<file path="src/hw/rtl/rpa_ram.sv">
// ----------------------------------------------------------------------------
// rpa_ram
// Generic simple dual-port RAM: one write port, one read port, read data
// registered when the read enable is high and held otherwise.
// ----------------------------------------------------------------------------
module rpa_ram #(
  parameter int WIDTH = 8,
  parameter int DEPTH = 256
) (
  input  logic                     clk_i,
  input  logic                     we_i,
  input  logic [$clog2(DEPTH)-1:0] waddr_i,
  input  logic [WIDTH-1:0]         wdata_i,
  input  logic                     re_i,
  input  logic [$clog2(DEPTH)-1:0] raddr_i,
  output logic [WIDTH-1:0]         rdata_o
);

  logic [WIDTH-1:0] mem [DEPTH];

  always_ff @(posedge clk_i) begin
    if (we_i) begin
      mem[waddr_i] <= wdata_i;
    end
    if (re_i) begin
      rdata_o <= mem[raddr_i];
    end
  end

endmodule

</file>
<file path="config.mk">
export PLATFORM = sky130hd
export DESIGN_NAME = rpa_ram
export DESIGN_NICKNAME = d
export VERILOG_FILES = /design/src/hw/rtl/rpa_ram.sv
export SDC_FILE = /design/constraint.sdc
export NUM_CORES = 2
export LEC_CHECK = 0
export ABC_AREA = 1
export BUFFER_PORTS_ARGS = -buffer_cell sky130_fd_sc_hd__buf_2
export CAP_MARGIN = 10
export CORE_ASPECT_RATIO = 1.1
export CORE_MARGIN = 3
export CORE_UTILIZATION = 50
export CTS_CLUSTER_SIZE = 8
export DETAILED_ROUTE_END_ITERATION = 12
export HOLD_SLACK_MARGIN = 0.15
export PLACE_DENSITY_LB_ADDON = 0.08
export SETUP_SLACK_MARGIN = 0.5
export SYNTH_ARGS = -nofsm -noshare
export SYNTH_HDL_FRONTEND = slang
export SYNTH_SLANG_ARGS = --single-unit
export TNS_END_PERCENT = 20
</file>
<file path="constraint.sdc">
create_clock -name clk_i -period 2.59 [get_ports clk_i]
set_input_delay 0.6475 -clock clk_i [delete_from_list [all_inputs] [get_ports clk_i]]
set_output_delay 0.6475 -clock clk_i [all_outputs]
set_load 0.03 [all_outputs]
</file>
Word-level counts from Yosys, hierarchy flattened
Memory sizes are Yosys's and may differ from the RTL's. A register that Yosys moved wholly into a read port is not among the register bits.
Cells that the tools add are included.
Storage, ports and cells
  flip-flop bits (word level): 0
  output and inout port bits: 8
  memories: 1
  bits in writable memories: 2048
Cells by class
  mux-type cells: 2
Memories
  mem: depth 256, width 8, rd ports 1, clocked after Yosys merged registers in 1, wr ports 1, line 19  | logic [WIDTH-1:0] mem [DEPTH];
Operators with widths (count)
  2-to-1 mux 1 bit: 2

Logic depth before layout (Yosys ltp)
  word-level depth: 2
  gate-level depth with buffers: 15
  gate-level depth less buffers: 11

Worst setup path after synthesis
OpenSTA, ideal clock, no wires.
  path kind: input -> register
  start point: in we_i
  end point: mem mem[162][0] (enable)
  path slack: 451 ps
  data arrival time: 1769 ps
  data required time: 2220 ps
  setup time: 370 ps
  cell stages on the path: 4
  cells stage by stage: clkbuf_1 -> nand3_1 -> clkbuf_1 -> nor2_1
Between the ends
  longest elaborated chain between the ends: 2
RTL lines
  start: declaration: line 11  | input logic we_i,
  2-to-1 mux 1 bit: line 22  | if (we_i) begin
  2-to-1 mux 1 bit (implied by the code): line 23  | mem[waddr_i] <= wdata_i;
  end: declaration: line 19
No other way between the ends.

Worst setup path in the final report
  start point: reg rdata_o[1], read port of mem
  end point: out rdata_o[1]
RTL lines
  start: declaration: line 16  | output logic [WIDTH-1:0] rdata_o
No word-level cell between the ends.

==> impl_metrics.csv <==
group,metric,value,unit
routing,drt_pass1_iterations,6,
worst_setup_path,crit_path_top_delay_cell,"edfxtp_1",
sta,fmax,0.4317,GHz
sta,slew_headroom,49.39,%
sta,slew_violations,0,
yosys,synth_warnings,0,
routing,drc_errors,0,
finish,seqCellArea,61740,um2
clock_tree,insertion_delay,0.92,ns
routing,final_antenna_net_count,0,
power_and_ir_drop,ir_drop,599.9,uV
yosys,syn_area_per_cell,11.92,um2
flow_run,maxCapViolCount,0,
grt,antenna_found_initial,14,
clock_tree,cts_max_level,5,
finish,final_cell_area,99330,um2
finish,area_growth,18.99,%
routing,vias,56370,
sta,finalSetupViolCount,0,
worst_setup_path,path_max_fanout,1,
finish,multi_input_area,19170,um2
hold_path,hold_path_startpoint,"wdata_i[6]",
grt,grt.busiest_layer,"met2",
yosys,ys_seq_area_share,73.96,%
grt,globalRouteMet1Util,38.91,%
floorplan,rows,156,
routing,viasPerCell,5.769,
yosys,syn-num-nets,7030,
clock_tree,cts_buffer_depth,4,
hold_path,min_to,"mem[121][6]",
yosys,synthesis.area,83480,um2
clock_tree,clk_pin_slew,0.05,ns
worst_setup_path,rr_startpoint,"mem[201][0]",
worst_setup_path,crit_path_end_kind,"primary output",
worst_setup_path,worst-path-buf-inv,1,
routing,wl_per_cell,24.92,um
worst_setup_path,crit_chain,"buf_6",
worst_setup_path,required,1.94,ns
floorplan,die_h,434.5,um
sta,setup-tns-final,0,ns
grt,grt_pass1_vias,54690,
clock_tree,cts.sinks,2056,
worst_setup_path,r2r_slack,0.65,ns
clock_tree,tritoncts,"done",
worst_setup_path,worstSetupPathType,"flip-flop to primary output",
place,dpl_cell_area,90940,um2
grt,grt_max_degree,74,
floorplan,initial_core_util,50.55,%
floorplan,core-area,165100,um2
sta,rsz0062_at_grt,"true",
sta,timing.final.crit_share,89.44,%
sta,fin_ws,0.2735,ns
power_and_ir_drop,p_total,75.85,mW
grt,gr-usage-met3,5.349,%
floorplan,num_io_pins,35,
routing,wl,243500,um
hold_path,hold_depth,1,
place,gp_routability_congestion,0.9070,
grt,grt_first_pass_wirelength,356200,um
power_and_ir_drop,power_density,763.6,nW/um2
finish,fin_nets,7574,
place,io_buffers,34,
grt,grt_util_met2,44.78,%
routing,drt_iter0_drc,6010,
clock_tree,cts_root_buffer,"clkbuf_16",
worst_setup_path,timing.rr.end,"rdata_o[0]",
sta,min_period,2.316,ns
floorplan,die_w,395.6,um
yosys,synth_cells,7003,
finish,drive_gt1_share,13.84,%
finish,fill_cells,13130,
sta,fin_skew,0.06084,ns
worst_setup_path,cp-start-kind,"flip-flop",
worst_setup_path,cp.arrival,1.67,ns
sta,hold_viol,0,
worst_setup_path,cpPeakStageDelay,0.53,ns
hold_path,hp-class,"primary input to flip-flop",
sta,max_slew.worst_pin.slew,0.7584,ns
worst_setup_path,crit_start,"rdata_o[1]",
floorplan,die_area,171900,um2
place,dp_slack,-0.5556,ns
yosys,synth_seq_cells,2056,
outcome,status,"completed",
grt,gr-total-overflow,0,
yosys,ys_types,13,
worst_setup_path,cpLargestDelayFamily,"flip-flops",
grt,grt_usage,27.93,%
power_and_ir_drop,total_leakage_power,35.91,nW
worst_setup_path,rr_worst_depth,10,
place,post-dp-hpwl,148500,um
clock_tree,numCtsBuffers,307,
## layer usage
layer	wire length (um)	up-vias
li1	-	25830
met1	100900	27820
met2	115600	2331
met3	19890	392
met4	7097	2
met5	13	-
## how the worst max path moves through the flow
stage	to	slack [ns]	depth (start not counted)
final	rdata_o[1]	0.27	1
after global routing	rdata_o[1]	0.23	1
after CTS	rdata_o[1]	0.20	1
after detailed placement	rdata_o[6]	-0.56	13
after global placement	rdata_o[1]	-0.57	13
after floorplan	mem[162][0]	0.45	4
## kinds of logic after synthesis
logic type             after synthesis  share of synthesized area (%)
DFF                               2056                          73.96
buffers and inverters              522                          3.116
and+or+nand+nor                   4425                          22.92
## power by group
group | switching (mW) | internal, mW | total [mW] | leakage (nW)
Sequential | 0.0385 | 36.8 | 36.8 | 18.5
Clock | 13.0 | 21.1 | 34.1 | 3.88
Combinational | 3.40 | 1.52 | 4.93 | 13.5
## Yosys cell counts (all sizes together)
cell type	n	area (um2)
inv	39	148.9
nand2	2123	7969
clkbuf	112	420.4
buf	371	2032
nor2	283	1062
nand3	2019	10100
edfxtp	2056	61740
## what timing repair did
action,in CTS,in global routing
setup endpoints to repair,15,16
gates resized for setup,6,14
endpoints found under the hold margin,21,0
hold buffers,4,0
buffers inserted,0,12
cloned,0,8
## cell usage in the layout, fill, tap and decap left out
| cell | Yosys | layout |
|---|---|---|
| buf_12 | 0 | 143 |
| diode_2 | 0 | 3 |
| buf_16 | 0 | 9 |
| nand2_2 | 0 | 10 |
| inv_8 | 0 | 2 |
| inv_2 | 2 | 1 |
| inv_1 | 36 | 34 |
| clkinv_1 | 0 | 1 |
| nor2_1 | 283 | 283 |
| inv_16 | 0 | 1 |
| nand3_1 | 2019 | 2018 |
| bufinv_16 | 0 | 1 |
| buf_6 | 16 | 7 |
| dlygate4sd3_1 | 0 | 4 |
| nand2_1 | 2123 | 2113 |
| buf_2 | 268 | 18 |
| edfxtp_1 | 2056 | 2056 |
| clkbuf_1 | 112 | 2 |
| buf_4 | 46 | 518 |
| buf_8 | 1 | 11 |
| clkbuf_16 | 0 | 321 |
| inv_6 | 0 | 2 |
| nand3_2 | 0 | 1 |
| inv_4 | 1 | 1 |
## cell type report
cell class	instances	share of cell area, %
sequential	2056	62.16
tap	2212	2.786
timing repair buffer	718	7.625
clock inverter	4	0.05165
antenna	3	0.007558
multi-input combinational	4425	19.30
inverter	39	0.1814
clock buffer	315	7.893
## registers in the layout, indices dropped and copies added (netlist names)
| signal | cells |
|---|---|
| rdata_o | 8 |
| mem | 2048 |
## stage by stage
| stage | hold slack [ns] | utilization (%) | cells |
|---|---|---|---|
| 6_report | 0.1959 | 60.15 | 9772 |
| 5_1_grt | 0.1799 | 60.15 | 9769 |
| 4_1_cts | 0.1557 | 59.89 | 9749 |
| 3_5_place_dp | 1.054 | 55.07 | 9426 |
| 3_3_place_gp | 1.030 | 55.07 | 9426 |
| 2_1_floorplan | 0.7464 | - | 7003 |
Power figures use the tool's default switching activity.
